File: config.mk
export PLATFORM = sky130hd
export DESIGN_NAME = seconds_clock_with_periodic_alarm_unit
export DESIGN_NICKNAME = d
export VERILOG_FILES = /design/src/hw/rtl/scpa_pkg.sv /design/src/hw/rtl/seconds_clock_with_periodic_alarm_unit.sv
export SDC_FILE = /design/constraint.sdc
export NUM_CORES = 1
export LEC_CHECK = 0
export BUFFER_PORTS_ARGS = -buffer_cell sky130_fd_sc_hd__buf_4
export CORE_ASPECT_RATIO = 0.7
export CORE_MARGIN = 4
export CORE_UTILIZATION = 45
export CTS_BUF_LIST = sky130_fd_sc_hd__clkbuf_8
export DETAILED_ROUTE_END_ITERATION = 10
export PLACE_DENSITY = 0.65
export SYNTH_ARGS = -nofsm -noshare
export SYNTH_HDL_FRONTEND = slang
export SYNTH_SLANG_ARGS = --single-unit
File: constraint.sdc
create_clock -name clk -period 13.4 [get_ports clk]
set_clock_uncertainty 0.1 [all_clocks]
set_input_delay 1.34 -clock clk [delete_from_list [all_inputs] [get_ports clk]]
set_output_delay 1.34 -clock clk [all_outputs]
set_load 0.01 [all_outputs]
File: src/hw/rtl/scpa_pkg.sv
// Package for the seconds clock with periodic alarm.
// Holds field widths, the watchdog grace, register reset values and register and item-kind codes.
// No dependencies.
package scpa_pkg;

    localparam int unsigned TIME_W      = 32;
    localparam int unsigned PRESCALE_W  = 8;
    localparam int unsigned INTERVAL_W  = 16;
    localparam int unsigned CFG_INDEX_W = 2;
    localparam int unsigned CFG_DATA_W  = 16;

    localparam logic [TIME_W-1:0]     WATCHDOG_GRACE          = 32'd30;
    localparam logic [PRESCALE_W-1:0] RESET_TICKS_PER_SECOND  = 8'd250;
    localparam logic [INTERVAL_W-1:0] RESET_ALARM_PERIOD      = 16'd9000;

    // Item kinds
    localparam logic KIND_TICK = 1'b0;
    localparam logic KIND_SET  = 1'b1;

    typedef enum logic [CFG_INDEX_W-1:0] {
        CFG_TICKS_PER_SECOND    = 2'd0,
        CFG_ALARM_PERIOD        = 2'd1,
        CFG_SECONDS_FLAG_ENABLE = 2'd2
    } cfg_index_t;

endpackage

File: src/hw/rtl/seconds_clock_with_periodic_alarm_unit.sv
// Top level of the seconds clock with periodic alarm.
// Depends on scpa_pkg; a checker is bound to it from scpa_checker.sv.
//
// Seconds clock with periodic alarm. Each input item is either a prescaler
// tick (kind = 0) or a wall-time load (kind = 1). Ticks are counted; when the
// count reaches ticks_per_second a second passes: uptime advances, the wall
// clock advances if nonzero, the watchdog is kicked when packet_time + 30 is
// at least the new uptime, second_pulse is raised if seconds_flag_enable is
// set, and a periodic alarm fires once the wall clock reaches the last alarm
// time plus the alarm period. A wall-time load replaces the wall clock,
// clears the prescaler and may raise the alarm under its own test (new time
// ahead of a nonzero clock by over last alarm time plus period). Every item
// gives exactly one result item. An item is taken into an input register,
// and once the result register is free the state update and result are
// computed in one pass and stored in the result register, so one item can
// be accepted every cycle while the result side is not stalled; the
// one-pass state update (an increment and a 32-bit compare) sets that
// rate. The input side stalls only while the input register is full and
// the result register holds an item that is itself stalled. Configuration
// writes are always accepted (cfg_ready is high) and must be made only
// while no item is in flight; an index of 3 is ignored.
module seconds_clock_with_periodic_alarm_unit (
    input  logic                                clk,
    input  logic                                rst_n,

    // Configuration write channel
    input  logic                                cfg_valid,
    output logic                                cfg_ready,
    input  logic [scpa_pkg::CFG_INDEX_W-1:0]    cfg_index,
    input  logic [scpa_pkg::CFG_DATA_W-1:0]     cfg_data,

    // Input item channel
    input  logic                                in_valid,
    output logic                                in_stall,
    input  logic                                kind,
    input  logic [scpa_pkg::TIME_W-1:0]         load_time,
    input  logic [scpa_pkg::TIME_W-1:0]         packet_time,

    // Result item channel
    output logic                                out_valid,
    input  logic                                out_stall,
    output logic                                periodic_alarm,
    output logic                                second_pulse,
    output logic                                watchdog_kick,
    output logic [scpa_pkg::TIME_W-1:0]         wall_time,
    output logic [scpa_pkg::TIME_W-1:0]         uptime_seconds
);
    import scpa_pkg::*;

    // Configuration registers
    logic [PRESCALE_W-1:0] ticks_per_second_reg;
    logic [INTERVAL_W-1:0] alarm_period_reg;
    logic                  seconds_flag_enable_reg;

    // Clock state
    logic [PRESCALE_W-1:0] prescale_count_reg, prescale_count_next;
    logic [TIME_W-1:0]     uptime_count_reg, uptime_count_next;
    logic [TIME_W-1:0]     wall_clock_reg, wall_clock_next;
    logic [TIME_W-1:0]     last_alarm_time_reg, last_alarm_time_next;

    // Input register
    logic                  in_valid_reg;
    logic                  kind_reg;
    logic [TIME_W-1:0]     load_time_reg;
    logic [TIME_W-1:0]     packet_time_reg;

    // Result register
    logic                  out_valid_reg;
    logic                  alarm_reg, alarm_next;
    logic                  pulse_reg, pulse_next;
    logic                  kick_reg, kick_next;

    logic                  in_accept;
    logic                  out_free;
    logic                  advance;

    // Intermediate values for the one-pass update
    logic [PRESCALE_W-1:0] prescale_inc;
    logic                  second_done;
    logic [TIME_W-1:0]     uptime_inc;
    logic [TIME_W-1:0]     wall_inc;
    logic [TIME_W-1:0]     alarm_target;
    logic [TIME_W-1:0]     kick_limit;
    logic [TIME_W-1:0]     set_delta;

    // Handshake: the result register frees when empty or taken this cycle,
    // and the input register drains into it whenever it frees.
    assign out_free  = !out_valid_reg || !out_stall;
    assign advance   = in_valid_reg && out_free;
    assign in_stall  = in_valid_reg && !out_free;
    assign in_accept = in_valid && !in_stall;
    assign cfg_ready = 1'b1;

    // Configuration writes
    always_ff @(posedge clk or negedge rst_n)
    begin
        if (!rst_n)
        begin
            ticks_per_second_reg    <= RESET_TICKS_PER_SECOND;
            alarm_period_reg        <= RESET_ALARM_PERIOD;
            seconds_flag_enable_reg <= 1'b0;
        end
        else if (cfg_valid && cfg_ready)
        begin
            case (cfg_index_t'(cfg_index))
                CFG_TICKS_PER_SECOND:
                    ticks_per_second_reg <= cfg_data[PRESCALE_W-1:0];
                CFG_ALARM_PERIOD:
                    alarm_period_reg <= cfg_data[INTERVAL_W-1:0];
                CFG_SECONDS_FLAG_ENABLE:
                    seconds_flag_enable_reg <= cfg_data[0];
                default:
                    ;   // unassigned index: drop the write
            endcase
        end
    end

    // Shared intermediate terms
    assign prescale_inc = prescale_count_reg + PRESCALE_W'(1);
    // A zero ticks_per_second makes every tick a second.
    assign second_done  = (prescale_inc >= ticks_per_second_reg);
    assign uptime_inc   = uptime_count_reg + TIME_W'(1);
    assign wall_inc     = (wall_clock_reg != '0) ? wall_clock_reg + TIME_W'(1)
                                                 : wall_clock_reg;
    assign alarm_target = last_alarm_time_reg
                        + {{(TIME_W-INTERVAL_W){1'b0}}, alarm_period_reg};
    assign kick_limit   = packet_time_reg + WATCHDOG_GRACE;
    assign set_delta    = load_time_reg - wall_clock_reg;

    // One-pass state update and result for the item in the input register
    always_comb
    begin
        prescale_count_next  = prescale_count_reg;
        uptime_count_next    = uptime_count_reg;
        wall_clock_next      = wall_clock_reg;
        last_alarm_time_next = last_alarm_time_reg;
        alarm_next           = 1'b0;
        pulse_next           = 1'b0;
        kick_next            = 1'b0;

        if (kind_reg == KIND_SET)
        begin
            // Load wall time; the alarm test compares the jump itself
            // against the alarm target.
            alarm_next          = (wall_clock_reg != '0)
                               && (load_time_reg > wall_clock_reg)
                               && (set_delta > alarm_target);
            wall_clock_next     = load_time_reg;
            prescale_count_next = '0;
        end
        else if (second_done)
        begin
            prescale_count_next = '0;
            uptime_count_next   = uptime_inc;
            wall_clock_next     = wall_inc;
            kick_next           = (kick_limit >= uptime_inc);
            pulse_next          = seconds_flag_enable_reg;
            if (wall_inc >= alarm_target)
            begin
                alarm_next           = 1'b1;
                last_alarm_time_next = wall_inc;
            end
        end
        else
        begin
            prescale_count_next = prescale_inc;
        end
    end

    // Control and clock state
    always_ff @(posedge clk or negedge rst_n)
    begin
        if (!rst_n)
        begin
            in_valid_reg        <= 1'b0;
            out_valid_reg       <= 1'b0;
            prescale_count_reg  <= '0;
            uptime_count_reg    <= '0;
            wall_clock_reg      <= '0;
            last_alarm_time_reg <= '0;
        end
        else
        begin
            // Input register fills on accept, empties when it drains.
            if (in_accept)
                in_valid_reg <= 1'b1;
            else if (advance)
                in_valid_reg <= 1'b0;

            // Result register loads on drain, empties when taken.
            if (advance)
                out_valid_reg <= 1'b1;
            else if (!out_stall)
                out_valid_reg <= 1'b0;

            if (advance)
            begin
                prescale_count_reg  <= prescale_count_next;
                uptime_count_reg    <= uptime_count_next;
                wall_clock_reg      <= wall_clock_next;
                last_alarm_time_reg <= last_alarm_time_next;
            end
        end
    end

    // Payload registers: hold the input item, capture the result on drain
    always_ff @(posedge clk)
    begin
        if (in_accept)
        begin
            kind_reg        <= kind;
            load_time_reg   <= load_time;
            packet_time_reg <= packet_time;
        end
        if (advance)
        begin
            alarm_reg <= alarm_next;
            pulse_reg <= pulse_next;
            kick_reg  <= kick_next;
        end
    end

    // The result's times are the clock state right after its item.
    assign out_valid      = out_valid_reg;
    assign periodic_alarm = alarm_reg;
    assign second_pulse   = pulse_reg;
    assign watchdog_kick  = kick_reg;
    assign wall_time      = wall_clock_reg;
    assign uptime_seconds = uptime_count_reg;

endmodule

# Yosys cells after proc, flatten, opt, wreduce, memory -nomap -nowiden
# Cells that the tools add are included.
op_classes:
  add_sub_neg: 6
  n_mul: 0
  n_div: 0
  order_cmp: 5
  eq_ne: 3
  n_shift: 0
  muxes: 12
  bitwise_logic: 2
  n_reduce_logical: 21
ops:
  columns: ["cell", "count"]
  rows:
  - ["2-to-1 mux 32 bit", 3]
  - ["adder 32 x 1 -> 32 bit, second input constant", 2]
  - [">= comparator 32 bit", 2]
  - ["greater-than comparator 32 bit", 2]
  - ["adder 32 x 16 -> 32 bit", 1]
  - ["adder 32 x 5 -> 32 bit, second input constant", 1]
  - ["nonzero test 32 bit", 1]
  - ["subtractor 32 bit", 1]
  - ["2-to-1 mux 8 bit", 2]
  - ["adder 8 x 1 -> 8 bit, second input constant", 1]
  - [">= comparator 8 bit", 1]
  - ["AND reduction 2 bit", 4]
  - ["2-to-1 mux 1 bit", 7]
  - ["logical AND 1 bit", 5]
  - ["zero test 1 bit", 4]
  - ["AND reduction 4 bit", 1]
  - ["nonzero test 2 bit", 2]
  - ["AND reduction 3 bit", 1]
  - ["== test 2 x 1 -> 1 bit, second input constant", 1]
  - ["== test 2 bit, second input constant", 1]
  - ["zero test 2 bit", 1]
  - ["inequality test 2 x 1 -> 1 bit, second input constant", 1]
  - ["NOT 1 bit", 2]
  - ["OR reduction 2 bit", 1]
  - ["logical OR 1 bit", 1]
totals:
  ff_bits: 199
  latch_bits: 0
  ram_bits: 0
  mem_bits_ro: 0
  n_memories: 0

# Depth between registers and ports, before layout
# Gate-level depths: netlist of the first run.
depth:
  ltp_word: 7
  mapped_depth: 22
  mapped_depth_nobuf: 21

# Worst setup path after synthesis of the first run
# No wires, ideal clock.
synth_timing:
  path_kind: "flip-flop to flip-flop"
  startpoint: "register wall_clock_reg[8], in the netlist wall_time[8]"
  endpoint: "register alarm_reg, in the netlist periodic_alarm, data pin"
  setup_ns: 0.263
  t_arrival_ns: 4.490
  required_time_ns: 13.037
  slack_ns: 8.546
  stages_incl_launch_ff: 21
  path_buffers: 1
  path_cell_list: "dfrtp_1 clkbuf_1 inv_1 ha_1 and3_1 a221o_1 and2_1 nor3_2 o311ai_0 a211o_1 a21o_1 a221oi_1 xnor2_1 ha_1 nand4_1 nor3_1 and3_1 a221o_1 maj3_1 a21oi_1 o32ai_1"
synth_between:
  elab_chain_len: 6
  elab_cells_between_ends: 12
synth_lines:
  columns: ["element", "line", "text"]
  rows:
  - ["start: declaration", "seconds_clock_with_periodic_alarm_unit.sv:58", "logic [TIME_W-1:0] wall_clock_reg, wall_clock_next;"]
  - ["start signal: assignment", "seconds_clock_with_periodic_alarm_unit.sv:200", "wall_clock_reg <= wall_clock_next;"]
  - ["adder 32 x 1 -> 32 bit or nonzero test 32 bit (tied branches)", "seconds_clock_with_periodic_alarm_unit.sv:123, seconds_clock_with_periodic_alarm_unit.sv:145", null]
  - ["2-to-1 mux 32 bit", "seconds_clock_with_periodic_alarm_unit.sv:123", "assign wall_inc = (wall_clock_reg != '0) ? wall_clock_reg + TIME_W'(1)"]
  - [">= comparator 32 bit", "seconds_clock_with_periodic_alarm_unit.sv:158", "if (wall_inc >= alarm_target)"]
  - ["2-to-1 mux 1 bit", "seconds_clock_with_periodic_alarm_unit.sv:158", null]
  - ["2-to-1 mux 1 bit", "seconds_clock_with_periodic_alarm_unit.sv:151", "else if (second_done)"]
  - ["2-to-1 mux 1 bit *", "seconds_clock_with_periodic_alarm_unit.sv:141", "if (kind_reg == KIND_SET)"]
  - ["via alarm_next", "seconds_clock_with_periodic_alarm_unit.sv:69", "logic alarm_reg, alarm_next;"]
  - ["end signal: assignment", "seconds_clock_with_periodic_alarm_unit.sv:217", "alarm_reg <= alarm_next;"]
  - ["end: declaration", "seconds_clock_with_periodic_alarm_unit.sv:69", null]
# The timed path passes the listed nets; every way through them passes the cells marked *.
# A chain may end at the register's enable or synchronous reset.

# Worst setup path after layout of the first run
layout_timing:
  startpoint: "register wall_clock_reg[2], in the netlist wall_time[2]"
  endpoint: "register last_alarm_time_reg[4]"
layout_between:
  elab_chain_len: 4
  elab_cells_between_ends: 5
layout_lines:
  columns: ["element", "line", "text"]
  rows:
  - ["adder 32 x 1 -> 32 bit or nonzero test 32 bit (tied branches)", "seconds_clock_with_periodic_alarm_unit.sv:123", null]
  - ["2-to-1 mux 32 bit *", "seconds_clock_with_periodic_alarm_unit.sv:123", null]
  - ["via wall_inc[25]", "seconds_clock_with_periodic_alarm_unit.sv:81", "logic [TIME_W-1:0] wall_inc;"]
  - [">= comparator 32 bit *", "seconds_clock_with_periodic_alarm_unit.sv:158", null]
  - ["AND reduction 4 bit (no source line) *", null, null]
  - ["end signal: assignment", "seconds_clock_with_periodic_alarm_unit.sv:201", "last_alarm_time_reg <= last_alarm_time_next;"]
  - ["end: declaration", "seconds_clock_with_periodic_alarm_unit.sv:59", "logic [TIME_W-1:0] last_alarm_time_reg, last_alarm_time_next;"]
# Marked as above.

==> metrics.md, run 1 <==
| Metric | Value |
|---|---|
| Post-Layout Cell Count | 1998 |
| Crit Path Max Fanout | 28 |
| Main synth FF type | dfrtp_1 |
| Reg power frac | 32.9% |
| DP HPWL | 30100 µm |
| Worst-path clk slew | 0.12 ns |
| Post-synthesis mux area share | 6.25% |
| Num rows | 53 |
| P_leak | 0.00720 µW |
| Worst-Skew Late Latency | 0.53 ns |
| Maximum vdd drop | 85.6 µV |
| Shortest period the worst path allows | 5.93 ns |
| FF-to-FF End | last_alarm_time_reg[4]$_DFFE_PN0P_ |
| Cell Area, Synth | 0.0141 mm² |
| Final period util | 44.2% |
| CP startpoint kind | flop |
| Worst reg-to-reg setup slack | 7.47 ns |
| Initial antenna violation count | 2 |
| Worst slew pin tran | 1.00 ns |
| Buffer count from post-CTS setup fixing | 0 |
| Starting density of the core | 46.4% |
| Total global routing overflow | 0 |
| Setup CP Type | flop to flop |
| Chip height | 156 µm |
| Total Wirelength | 38400 µm |
| Syn_area_per_cell | 9.93 µm² |
| Port buffer count | 156 |
| Outcome | complete, no violations |
| GRT Total Usage | 22.6% |
| Crit path arrival time | 6.23 ns |
| Hold slack | 0.403 ns |
| Hold path startpoint | in_valid_reg$_DFFE_PN0P_ |
| Drt initial violations | 1004 |
| Synthesized flop and latch total | 199 |
| Yosys cell types | 68 |
| Number of setup violations in the final report | 0 |
| Worst Path Required | 13.70 ns |
| Vias in the first global route | 10700 |
| Cts repair resizes | 0 |
| Hold Path Stages | 1 |
| Area share of fa/ha/maj cells after synthesis | 14.2% |
| Via/cell ratio | 5.59 |
| Internal | 1480 µW |
| Residual DRC | 0 |
| Num CTS Buffers | 17 |
| Psw | 1110 µW |
| Fin. Hold Viols | 0 |
| Reg2reg start | wall_time[2]$_DFFE_PN0P_ |
| CTS root buf | clkbuf_8 |
| Post-synthesis simple-gate area fraction | 15.3% |
| First-pass GRT wire length | 60400 µm |
| Sequential element share of the synthesized area | 37.8% |
| Synthesized instance count | 1422 |
| Inst Count DP | 1966 |
| Worst Hold Path EP | out_valid$_DFFE_PN0P_ |
| Area grow syn2layout | 14.4% |
| Horiz. Die Dim | 220 µm |
| Setup_tns | 0 ns |
| I/O Pins | 158 |
| CP endpoint kind | flop |
| Nets | 1818 |
| CTS Buffer Depth | 2 |
| Power density over the cells | 160 mW/mm² |
| H-tree levels | 4 |
| CTS tree | built |
| Synth warn | 0 |
| CTS sink cnt | 199 |
| Drt pass-1 iters | 5 |
| RSZ-0062 raised after global routing | false |
| Comb power frac | 51.0% |
| Share of layout cells above drive strength 1 | 17.0% |
| Total number of vias | 11200 |
| Number of flops mapped to enable cells by yosys | 68 |
| Compound-gate portion of the synthesized area | 12.4% |
| Async set-or-reset flop fraction in the synthesized netlist | 65.8% |
| Cells on worst reg2reg path | 17 |
| Gp weighted congestion | 0.901 |
| Fmax | 169 MHz |
| Largest net degree at the start of global routing | 81 |
| Core ar. | 0.0304 mm² |
| Die area | 0.0343 mm² |
| Hold Crit Class | flop to flop |
| CTS Hold Buffers Added | 0 |
| Clk pwr share | 16.0% |
| Sw frac | 42.8% |
| Post-Synth XOR/XNOR Area | 11.2% |
| # diodes | 0 |
| Final Cell Area | 0.0161 mm² |
| Largest family of logic cells by synthesized area | simple AND/OR/NAND/NOR gates |
| Pins Over Slew Limit | 0 |
| Post-route ant nets | 0 |
| Placed Area | 0.0157 mm² |
| Max cap viols | 0 |
| Rel. slew slack | 33.3% |
| Syn Nets | 1667 |
| Fin util | 53.0% |
| Post-DR wirelength/cell | 19.2 µm |
[layout by cell type, fill, tap and decap left out, types with 56 or more instances in the layout]
master,n
xnor2_1,125
edfxtp_1,68
buf_4,162
dfrtp_1,120
nand2_1,125
nand3_1,58
nor2_1,71
xor2_1,56
o21ai_0,81
a21oi_1,67
inv_1,68
ha_1,155
[final cells by class]
cell class	instances	area, µm²
clock buffers	17	234
clock inverters	15	184
fillers	2806	14300
inverters	69	259
multi-input cells	1123	8390
flip-flops and latches	199	5330
well taps	412	515
repair buffers	163	1230
[critical path: stages (launching register included)]
cell and delay [ns]:
dfrtp_1 0.60, nand3_1 0.28, nor4_1 0.66, nand4_1 0.53
nor2_1 0.47, nand3_1 0.15, xnor2_1 0.44, ha_1 0.34
a21o_1 0.16, a21o_1 0.17, a21oi_1 0.13, o211ai_1 0.10
a221o_1 0.36, nor2_1 0.12, nor2_1 0.07, o21ai_4 0.18
buf_4 0.55, mux2_4 0.35
[logic make-up after synthesis]
group | count (synthesis)
simple gates | 434
compound gates | 277
flops | 199
xor+xnor | 181
fa+ha+maj | 159
buf+inv | 100
mux | 71
other cells | 1
[power groups by stage]
stage | sequential, µW | clock (µW) | combinational, µW
final | 851 | 415 | 1320
after global routing | 866 | 450 | 1480
after CTS | 850 | 425 | 1310
after detailed placement | 862 | 0 | 1300
after global placement | 860 | 0 | 1280
after floorplan | 834 | 0 | 915
[synth_stat cells (19+ instances only)]
| library cell | instances | share of area [%] |
|---|---|---|
| ha_1 | 155 | 14 |
| nand2_1 | 125 | 3.3 |
| xnor2_1 | 125 | 7.8 |
| dfrtp_1 | 120 | 21 |
| o21ai_0 | 81 | 2.9 |
| nor2_1 | 71 | 1.9 |
| edfxtp_1 | 68 | 14 |
| inv_1 | 68 | 1.8 |
| a21oi_1 | 67 | 2.4 |
| nand3_1 | 58 | 2.1 |
| xor2_1 | 56 | 3.5 |
| a21o_1 | 42 | 2.2 |
| nand4_1 | 33 | 1.5 |
| nor3_1 | 32 | 1.1 |
| and3_1 | 31 | 1.4 |
| mux2_4 | 29 | 3.1 |
| clkbuf_1 | 23 | 0.61 |
| mux2_2 | 21 | 1.7 |
| mux2i_1 | 21 | 1.5 |
| nand2b_1 | 19 | 0.84 |
[metal layers]
metal / vias up / share of wire [%] / wire length, µm / global-route usage, %
met5: - / 0.089 / 34 / 0
met4: 4 / 0.99 / 378 / 4.54
met3: 31 / 6.2 / 2360 / 5.08
met2: 305 / 42 / 15900 / 32.8
met1: 5386 / 51 / 19700 / 34.7
li1: 5434 / - / - / -
[stage by stage]
step                power, µW  setup WS [ns]
floorplan                1750           8.55
global placement         2140           7.52
detailed placement       2160           7.54
CTS                      2580           7.53
global route             2800           7.19
finish                   2590           7.47
[how the worst max path moves through the flow]
stage	start	endpoint	slack (ns)	cells past startpoint
2_1_floorplan	wall_time[8]$_DFFE_PN0P_	periodic_alarm$_DFFE_PP_	8.55	20
3_3_place_gp	wall_time[11]$_DFFE_PN0P_	last_alarm_time_reg[31]$_DFFE_PN0P_	7.52	16
3_5_place_dp	alarm_period_reg[1]$_DFFE_PN0P_	last_alarm_time_reg[31]$_DFFE_PN0P_	7.54	21
4_1_cts	alarm_period_reg[1]$_DFFE_PN0P_	last_alarm_time_reg[31]$_DFFE_PN0P_	7.53	21
5_1_grt	last_alarm_time_reg[1]$_DFFE_PN0P_	last_alarm_time_reg[31]$_DFFE_PN0P_	7.19	21
6_report	wall_time[2]$_DFFE_PN0P_	last_alarm_time_reg[4]$_DFFE_PN0P_	7.47	17
Note: power is estimated with default switching activity, not from simulation.
==> inputs of run 2 (changes only) <==
--- a/config.mk
+++ b/config.mk
@@ -5,13 +5,14 @@
 export SDC_FILE = /design/constraint.sdc
 export NUM_CORES = 1
 export LEC_CHECK = 0
+export ABC_AREA = 1
 export BUFFER_PORTS_ARGS = -buffer_cell sky130_fd_sc_hd__buf_4
 export CORE_ASPECT_RATIO = 0.7
 export CORE_MARGIN = 4
 export CORE_UTILIZATION = 45
 export CTS_BUF_LIST = sky130_fd_sc_hd__clkbuf_8
 export DETAILED_ROUTE_END_ITERATION = 10
-export PLACE_DENSITY = 0.65
+export PLACE_DENSITY = 0.67
 export SYNTH_ARGS = -nofsm -noshare
 export SYNTH_HDL_FRONTEND = slang
 export SYNTH_SLANG_ARGS = --single-unit
==> constraint.sdc (replaced) <==
create_clock -name clk -period 4.85 [get_ports clk]
set_clock_uncertainty 0.1 [all_clocks]
set_input_delay 0.485 -clock clk [delete_from_list [all_inputs] [get_ports clk]]
set_output_delay 0.485 -clock clk [all_outputs]
set_load 0.01 [all_outputs]
==> run 2 against run 1 <==
Largest cell class unchanged. Sequential power grew to 3.1 times the previous value. Cell area is 4.5% higher. Combinational power grew to 4.7 times the previous value. Via count is 18% higher. Critical endpoint is now periodic_alarm$_DFFE_PP_. Critical path depth is 4 higher. Critical path type unchanged. Clock power grew to 2.7 times the previous value. Worst setup slack worse by 7.2 ns.
==> metrics.md, run 2 <==
| Metric | Value |
|---|---|
| RSZ-0062 raised after global routing | false (unchanged) |
| Worst Hold Path EP | packet_time_reg[17]$_DFFE_PP_ (was out_valid$_DFFE_PN0P_) |
| Internal | 4910 µW (was 1480 µW) |
| Psw | 4980 µW (was 1110 µW) |
| Residual DRC | 0 (unchanged) |
| P_leak | 0.00800 µW (was 0.00720 µW) |
| Total Wirelength | 42700 µm (was 38400 µm) |
| Drt initial violations | 1441 (was 1004) |
| Crit path arrival time | 4.72 ns (was 6.23 ns) |
| Worst reg-to-reg setup slack | 0.32 ns (was 7.47 ns) |
| Worst-path clk slew | 0.11 ns (was 0.12 ns) |
| Async set-or-reset flop fraction in the synthesized netlist | 65.8% (unchanged) |
| Setup_tns | 0 ns (unchanged) |
| Fin util | 53.6% (was 53.0%) |
| Via/cell ratio | 5.42 (was 5.59) |
| Worst-path cell chain | inv_1, ha_1, nand2_1, o21ai_0, nand3_1, nand2_1, nand3_1, nand2_1, a21boi_0, o21ai_0, xor2_1, ha_1, nand4_1, nor3_1, a2111oi_0, buf_4, nor2_1, nor2_1, nand2_1, nand2_1, nand2_1 (was nand3_1, nor4_1, nand4_1, nor2_1, nand3_1, xnor2_1, ha_1, a21o_1, a21o_1, a21oi_1, o211ai_1, a221o_1, nor2_1, nor2_1, o21ai_4, buf_4, mux2_4) |
| Reg2reg start | wall_time[2]$_DFFE_PN0P_ (unchanged) |
| Starting density of the core | 46.2% (was 46.4%) |
| Syn_area_per_cell | 8.00 µm² (was 9.93 µm²) |
| Gp weighted congestion | 0.935 (was 0.901) |
| Sequential element share of the synthesized area | 36.7% (was 37.8%) |
| Cell taking the most area after synthesis | dfrtp_1 (unchanged) |
| DP HPWL | 33500 µm (was 30100 µm) |
| CP Buf/Inv Count | 2 (was 1) |
| I/O Pins | 158 (unchanged) |
| Shortest period the worst path allows | 4.53 ns (was 5.93 ns) |
| Synth top area share | 20.6% (was 21.3%) |
| Hold Crit Class | primary input to flop (was flop to flop) |
| CTS sink cnt | 199 (unchanged) |
| Total number of vias | 13200 (was 11200) |
| Clk pwr share | 11.1% (was 16.0%) |
| Port buffer count | 156 (unchanged) |
| CTS root buf | clkbuf_8 (unchanged) |
| Worst Path Required | 5.03 ns (was 13.70 ns) |
| Drt pass-1 iters | 5 (unchanged) |
| Top cells by count, synth | nand2_1 (432), inv_1 (216), ha_1 (155) (was ha_1 (155), nand2_1 (125), xnor2_1 (125)) |
| Hold path startpoint | packet_time[17] (was in_valid_reg$_DFFE_PN0P_) |
| GRT Total Usage | 23.9% (was 22.6%) |
| Critical path launch point | wall_time[2]$_DFFE_PN0P_ (unchanged) |
| Rel. slew slack | 37.3% (was 33.3%) |
| Num rows | 54 (was 53) |
| Reg power frac | 26.5% (was 32.9%) |
| Power density over the cells | 586 mW/mm² (was 160 mW/mm²) |
| Num CTS Buffers | 17 (unchanged) |
| # diodes | 0 (unchanged) |
| Top area cells in the synthesized netlist | dfrtp_1 (21%), edfxtp_1 (14%), ha_1 (13%), nand2_1 (11%), xor2_1 (5.8%) (was dfrtp_1 (21%), edfxtp_1 (14%), ha_1 (14%), xnor2_1 (7.8%), xor2_1 (3.5%)) |
| Largest net degree at the start of global routing | 94 (was 81) |
| CP most frequent cell | nand2_1 (was nor2_1) |
| Final period util | 93.4% (was 44.2%) |
| FF-to-FF End | periodic_alarm$_DFFE_PP_ (was last_alarm_time_reg[4]$_DFFE_PN0P_) |
| Chip height | 158 µm (was 156 µm) |
| Yosys cell types | 59 (was 68) |
| Main synth FF type | dfrtp_1 (unchanged) |
| Outcome | complete, no violations (unchanged) |
| CP startpoint kind | flop (unchanged) |
| Area grow syn2layout | 15.9% (was 14.4%) |
| Nets | 2248 (was 1818) |
| Most common cell after layout, fill and taps aside | nand2_1 (was buf_4) |
| CTS tree | built (unchanged) |
| Total global routing overflow | 0 (unchanged) |
| Post-route ant nets | 0 (unchanged) |
| Cell Area, Synth | 0.0146 mm² (was 0.0141 mm²) |
| Fin. Hold Viols | 0 (unchanged) |
| Buffer count from post-CTS setup fixing | 0 (unchanged) |
| First-pass GRT wire length | 66900 µm (was 60400 µm) |
| Synth warn | 0 (unchanged) |
| CTS Buffer Depth | 2 (unchanged) |
| Number of setup violations in the final report | 0 (unchanged) |
| Cells on worst reg2reg path | 21 (was 17) |
| Sw frac | 50.3% (was 42.8%) |
| Vias in the first global route | 12300 (was 10700) |
| Worst-Skew Late Latency | 0.53 ns (about the same) |
| Core ar. | 0.0315 mm² (was 0.0304 mm²) |
| Number of flops mapped to enable cells by yosys | 68 (unchanged) |
| Post-DR wirelength/cell | 17.5 µm (was 19.2 µm) |
| Max cap viols | 0 (unchanged) |
| Worst slew pin tran | 0.939 ns (was 1.00 ns) |
| Share of layout cells above drive strength 1 | 13.5% (was 17.0%) |
| Synthesized flop and latch total | 199 (unchanged) |
| Pins Over Slew Limit | 0 (unchanged) |
| Syn Nets | 2063 (was 1667) |
| Slowest CP cell | dfrtp_1 (was nor4_1) |
| CP endpoint kind | flop (unchanged) |
| Horiz. Die Dim | 223 µm (was 220 µm) |
| Die area | 0.0353 mm² (was 0.0343 mm²) |
| Comb power frac | 62.4% (was 51.0%) |
| Hold Path Stages | 1 (unchanged) |
| Crit Path Max Fanout | 5 (was 28) |
| CP top delay family | compound AO/OA/AOI/OAI gates (was simple AND/OR/NAND/NOR gates) |
| H-tree levels | 4 (unchanged) |
| Synthesized instance count | 1818 (was 1422) |
| Fmax | 221 MHz (was 169 MHz) |
| Count leader, synth | nand2_1 (was ha_1) |
| Max incr delay on CP | 0.54 ns (was 0.66 ns) |
| Initial antenna violation count | 0 (was 2) |
| Most frequent cells in the layout | nand2_1 (432), inv_1 (216), buf_4 (179) (was buf_4 (162), ha_1 (155), nand2_1 (125), xnor2_1 (125), dfrtp_1 (120)) |
| Maximum vdd drop | 283 µV (was 85.6 µV) |
| Setup CP Type | flop to flop (unchanged) |
==> run 2: cell count changes in the layout (fill, tap and decap cells not counted), sizes merged, moves of 41 or more <==
cell / before / now
nand2: 125 / 447
inv: 75 / 228
xnor2: 125 / 35
nor2: 71 / 131
mux2: 50 / 9
xor2: 56 / 97
==> run 2: cell families after synthesis <==
| logic type | count (synthesis) | synth area share, % |
|---|---|---|
| AND/OR/NAND/NOR | 775 | 23.1 |
| flip-flops | 199 | 36.7 |
| other | 1 | 0.0258 |
| AO/OA/AOI/OAI | 287 | 11.0 |
| adder cells (fa/ha/maj) | 157 | 13.6 |
| multiplexers | 10 | 0.765 |
| buffers and inverters | 257 | 6.93 |
| XOR/XNOR | 132 | 7.95 |
==> run 2: timing repair <==
item,CTS,global route
gates resized for setup,0,8
setup endpoints to repair,0,33
hold buffers,10,12
endpoints found under the hold margin,38,12
==> run 2: how the worst max path moves through the flow <==
stage / to / slack, ns / depth (start not counted)
detailed placement: periodic_alarm$_DFFE_PP_ / 0.12 / 22
floorplan: periodic_alarm$_DFFE_PP_ / 1.17 / 25
CTS: periodic_alarm$_DFFE_PP_ / 0.1 / 22
global route: periodic_alarm$_DFFE_PP_ / 0.006 / 23
finish: periodic_alarm$_DFFE_PP_ / 0.32 / 21
global placement: periodic_alarm$_DFFE_PP_ / 0.21 / 22
==> run 2: through the flow <==
step	setup slack [ns]	instances	instance area, µm²	hold WS (ns)	total power (µW)
after floorplan	1.17	1818	14600	0.0894	6700
after global routing	0.00590	2436	16900	-0.00382	10800
after detailed placement	0.125	2382	16300	0.357	8620
final	0.318	2436	16900	0.0392	9890
after CTS	0.0967	2424	16700	0.00000522	9760
after global placement	0.213	2382	16300	0.343	8430
==> run 2: cell type report <==
| type | instances | area, µm² |
|---|---|---|
| timing repair buffer | 202 | 1580 |
| inverter | 221 | 830 |
| multi-input combinational | 1362 | 8230 |
| sequential | 199 | 5330 |
| clock buffer | 17 | 234 |
| fill | 2954 | 14600 |
| tap | 420 | 526 |
| clock inverter | 15 | 143 |
==> run 2: power groups by stage <==
stage / Combinational (µW) / Sequential, µW / Clock (µW)
6_report: 6180 / 2620 / 1100
5_1_grt: 6920 / 2660 / 1200
4_1_cts: 6030 / 2610 / 1130
3_5_place_dp: 5980 / 2640 / 0
3_3_place_gp: 5790 / 2640 / 0
2_1_floorplan: 4140 / 2560 / 0
==> run 2: metal layers <==
metal | global-route usage (%) | wire length, µm | vias up
li1 | - | - | 6460
met1 | 36.1 | 20900 | 6204
met2 | 35.7 | 17800 | 498
met3 | 4.81 | 3260 | 52
met4 | 4.87 | 661 | 0
met5 | 0 | 0 | -
==> run 2: worst register-to-register path, delay by kind of cell (launching register included) <==
family / cells / cell delay (ns)
xor+xnor: 1 / 0.30
flops: 1 / 0.54
compound gates: 4 / 1.19
buf+inv: 2 / 0.35
simple gates: 12 / 1.11
fa+ha+maj: 2 / 0.70
==> inputs of run 3 (changes only) <==
--- a/config.mk
+++ b/config.mk
@@ -12,7 +12,7 @@
 export CORE_UTILIZATION = 45
 export CTS_BUF_LIST = sky130_fd_sc_hd__clkbuf_8
 export DETAILED_ROUTE_END_ITERATION = 10
-export PLACE_DENSITY = 0.67
+export PLACE_DENSITY = 0.66
 export SYNTH_ARGS = -nofsm -noshare
 export SYNTH_HDL_FRONTEND = slang
 export SYNTH_SLANG_ARGS = --single-unit
==> run 3 against run 2 <==
Total power rose by 0.17%. Cell area up 0.47%. Count of clock-buffer cells in the layout increased by 1. Via count decreased by 0.83%. Global-route usage up 0.78 points. Die area did not move. Routed wire length grew 2.2%. Critical path type unchanged.
==> metrics.md, run 3 (synthesis gave the netlist of run 2 again) <==
| Metric | Value |
|---|---|
| GRT Total Usage | 24.6% (was 23.9%) |
| Largest net degree at the start of global routing | 99 (was 94) |
| Max cap viols | 0 (unchanged) |
| Num CTS Buffers | 17 (unchanged) |
| CP Buf/Inv Count | 2 (unchanged) |
| Via/cell ratio | 5.36 (was 5.42) |
| CP startpoint kind | flop (unchanged) |
| Die area | 0.0353 mm² (unchanged) |
| Final setup margin | 0.228 ns (was 0.318 ns) |
| Crit path arrival time | 4.81 ns (was 4.72 ns) |
| Num rows | 54 (unchanged) |
| Rel. slew slack | 36.5% (was 37.3%) |
| Nets | 2257 (was 2248) |
| Horiz. Die Dim | 223 µm (unchanged) |
| Number of setup violations in the final report | 0 (unchanged) |
| Drt pass-1 iters | 6 (was 5) |
| Fmax | 216 MHz (was 221 MHz) |
| Share of layout cells above drive strength 1 | 13.2% (was 13.5%) |
| CTS root buf | clkbuf_8 (unchanged) |
| Post-Layout Cell Count | 2445 (was 2436) |
| # diodes | 0 (unchanged) |
| Gp weighted congestion | 0.960 (was 0.935) |
| Buffer count from post-CTS setup fixing | 0 (unchanged) |
| Hold Crit Class | primary input to flop (unchanged) |
| Pins Over Slew Limit | 0 (unchanged) |
| Slowest CP cell | a221oi_2 (was dfrtp_1) |
| Crit Path Max Fanout | 6 (was 5) |
| Worst-path cell chain | inv_1, ha_1, a21oi_1, inv_1, a31oi_1, o21ai_0, a221oi_2, o21ai_1, nand2_1, nand3b_1, xor2_1, ha_1, nand2_1, nor4_1, nand3_1, o21ai_0, nor2_1, nand2_1, nand2_1 (was inv_1, ha_1, nand2_1, o21ai_0, nand3_1, nand2_1, nand3_1, nand2_1, a21boi_0, o21ai_0, xor2_1, ha_1, nand4_1, nor3_1, a2111oi_0, buf_4, nor2_1, nor2_1, nand2_1, nand2_1, nand2_1) |
| Hold Path Stages | 1 (unchanged) |
| Most common cell after layout, fill and taps aside | nand2_1 (unchanged) |
| Drt initial violations | 1175 (was 1441) |
| CTS tree | built (unchanged) |
| Core ar. | 0.0315 mm² (unchanged) |
| Initial antenna violation count | 0 (unchanged) |
| DP HPWL | 34600 µm (was 33500 µm) |
| Port buffer count | 156 (unchanged) |
| Maximum vdd drop | 285 µV (was 283 µV) |
| Total global routing overflow | 0 (unchanged) |
| CP top delay family | compound AO/OA/AOI/OAI gates (unchanged) |
| H-tree levels | 4 (unchanged) |
| Total Wirelength | 43600 µm (was 42700 µm) |
| Shortest period the worst path allows | 4.62 ns (was 4.53 ns) |
| CP Depth | 19 (was 21) |
| CP endpoint kind | flop (unchanged) |
| Residual DRC | 0 (unchanged) |
| Outcome | complete, no violations (unchanged) |
| Setup CP Type | flop to flop (unchanged) |
| Max incr delay on CP | 0.51 ns (was 0.54 ns) |
| CP most frequent cell | nand2_1 (unchanged) |
| Starting density of the core | 46.2% (unchanged) |
| Worst-path clk slew | 0.11 ns (about the same) |
| CTS Buffer Depth | 2 (unchanged) |
| Overall power | 9910 µW (was 9890 µW) |
| Hold slack | 0.0421 ns (was 0.0392 ns) |
| Post-route ant nets | 0 (unchanged) |
| P_leak | 0.00805 µW (was 0.00800 µW) |
| Final period util | 95.3% (was 93.4%) |
| Dpl ws | 0.229 ns (was 0.125 ns) |
| Cells on worst reg2reg path | 19 (was 21) |
| CTS sink cnt | 199 (unchanged) |
| Most frequent cells in the layout | nand2_1 (432), inv_1 (218), buf_4 (180) (was nand2_1 (432), inv_1 (216), buf_4 (179)) |
| First-pass GRT wire length | 68400 µm (was 66900 µm) |
| Inst Count DP | 2383 (was 2382) |
| Power density over the cells | 584 mW/mm² (was 586 mW/mm²) |
| Worst slew pin tran | 0.953 ns (was 0.939 ns) |
| Fin util | 53.8% (was 53.6%) |
| Chip height | 158 µm (unchanged) |
| Vias in the first global route | 12300 (about the same) |
| Fin. Hold Viols | 0 (unchanged) |
| Total number of vias | 13100 (was 13200) |
| Post-DR wirelength/cell | 17.8 µm (was 17.5 µm) |
| Area grow syn2layout | 16.5% (was 15.9%) |
| Worst Path Required | 5.04 ns (was 5.03 ns) |
| Worst-Skew Late Latency | 0.52 ns (was 0.53 ns) |
| I/O Pins | 158 (unchanged) |
==> run 3: where the power goes <==
part | internal, µW | switching, µW | total [µW]
Sequential | 2130 | 473 | 2610
Combinational | 2350 | 3850 | 6200
Clock | 466 | 632 | 1100
==> run 3: what timing repair did <==
action | CTS | global route
gates resized for setup | 0 | 3
setup endpoints to repair | 0 | 1
endpoints found under the hold margin | 34 | 14
hold buffers | 16 | 14
==> run 3: layout make-up <==
class,count,area (µm²)
Fill cell,3040,14500
Multi-Input combinational cell,1362,8210
Sequential cell,199,5330
Timing Repair Buffer,211,1660
Inverter,221,830
Tap cell,420,526
Clock buffer,18,248
Clock inverter,14,136
==> run 3: per-layer routing <==
metal | wire length (µm) | global-route usage, %
met1 | 22100 | 38.4
met2 | 17100 | 34.3
met3 | 3690 | 6.28
met4 | 665 | 5.02
met5 | 0 | 0
==> run 3: per-stage QoR <==
step                      TNS [ns]  instance area, µm²
after floorplan                  0               14600
after global placement           0               16300
after detailed placement         0               16300
after CTS                        0               16800
after global routing       -0.0700               17000
final                            0               17000
==> run 3: path summary, 6_finish.rpt <==
path,start,end,slack [ns]
max,wall_time[18]$_DFFE_PN0P_,periodic_alarm$_DFFE_PP_,0.23
min,load_time[9],load_time_reg[9]$_DFFE_PP_,0.04
max reg2reg,wall_time[18]$_DFFE_PN0P_,periodic_alarm$_DFFE_PP_,0.23
min reg2reg,in_valid_reg$_DFFE_PN0P_,out_valid$_DFFE_PN0P_,0.38
max in group asynchronous,rst_n,last_alarm_time_reg[18]$_DFFE_PN0P_,3.06
min in group asynchronous,rst_n,seconds_flag_enable_reg$_DFFE_PN0P_,0.55
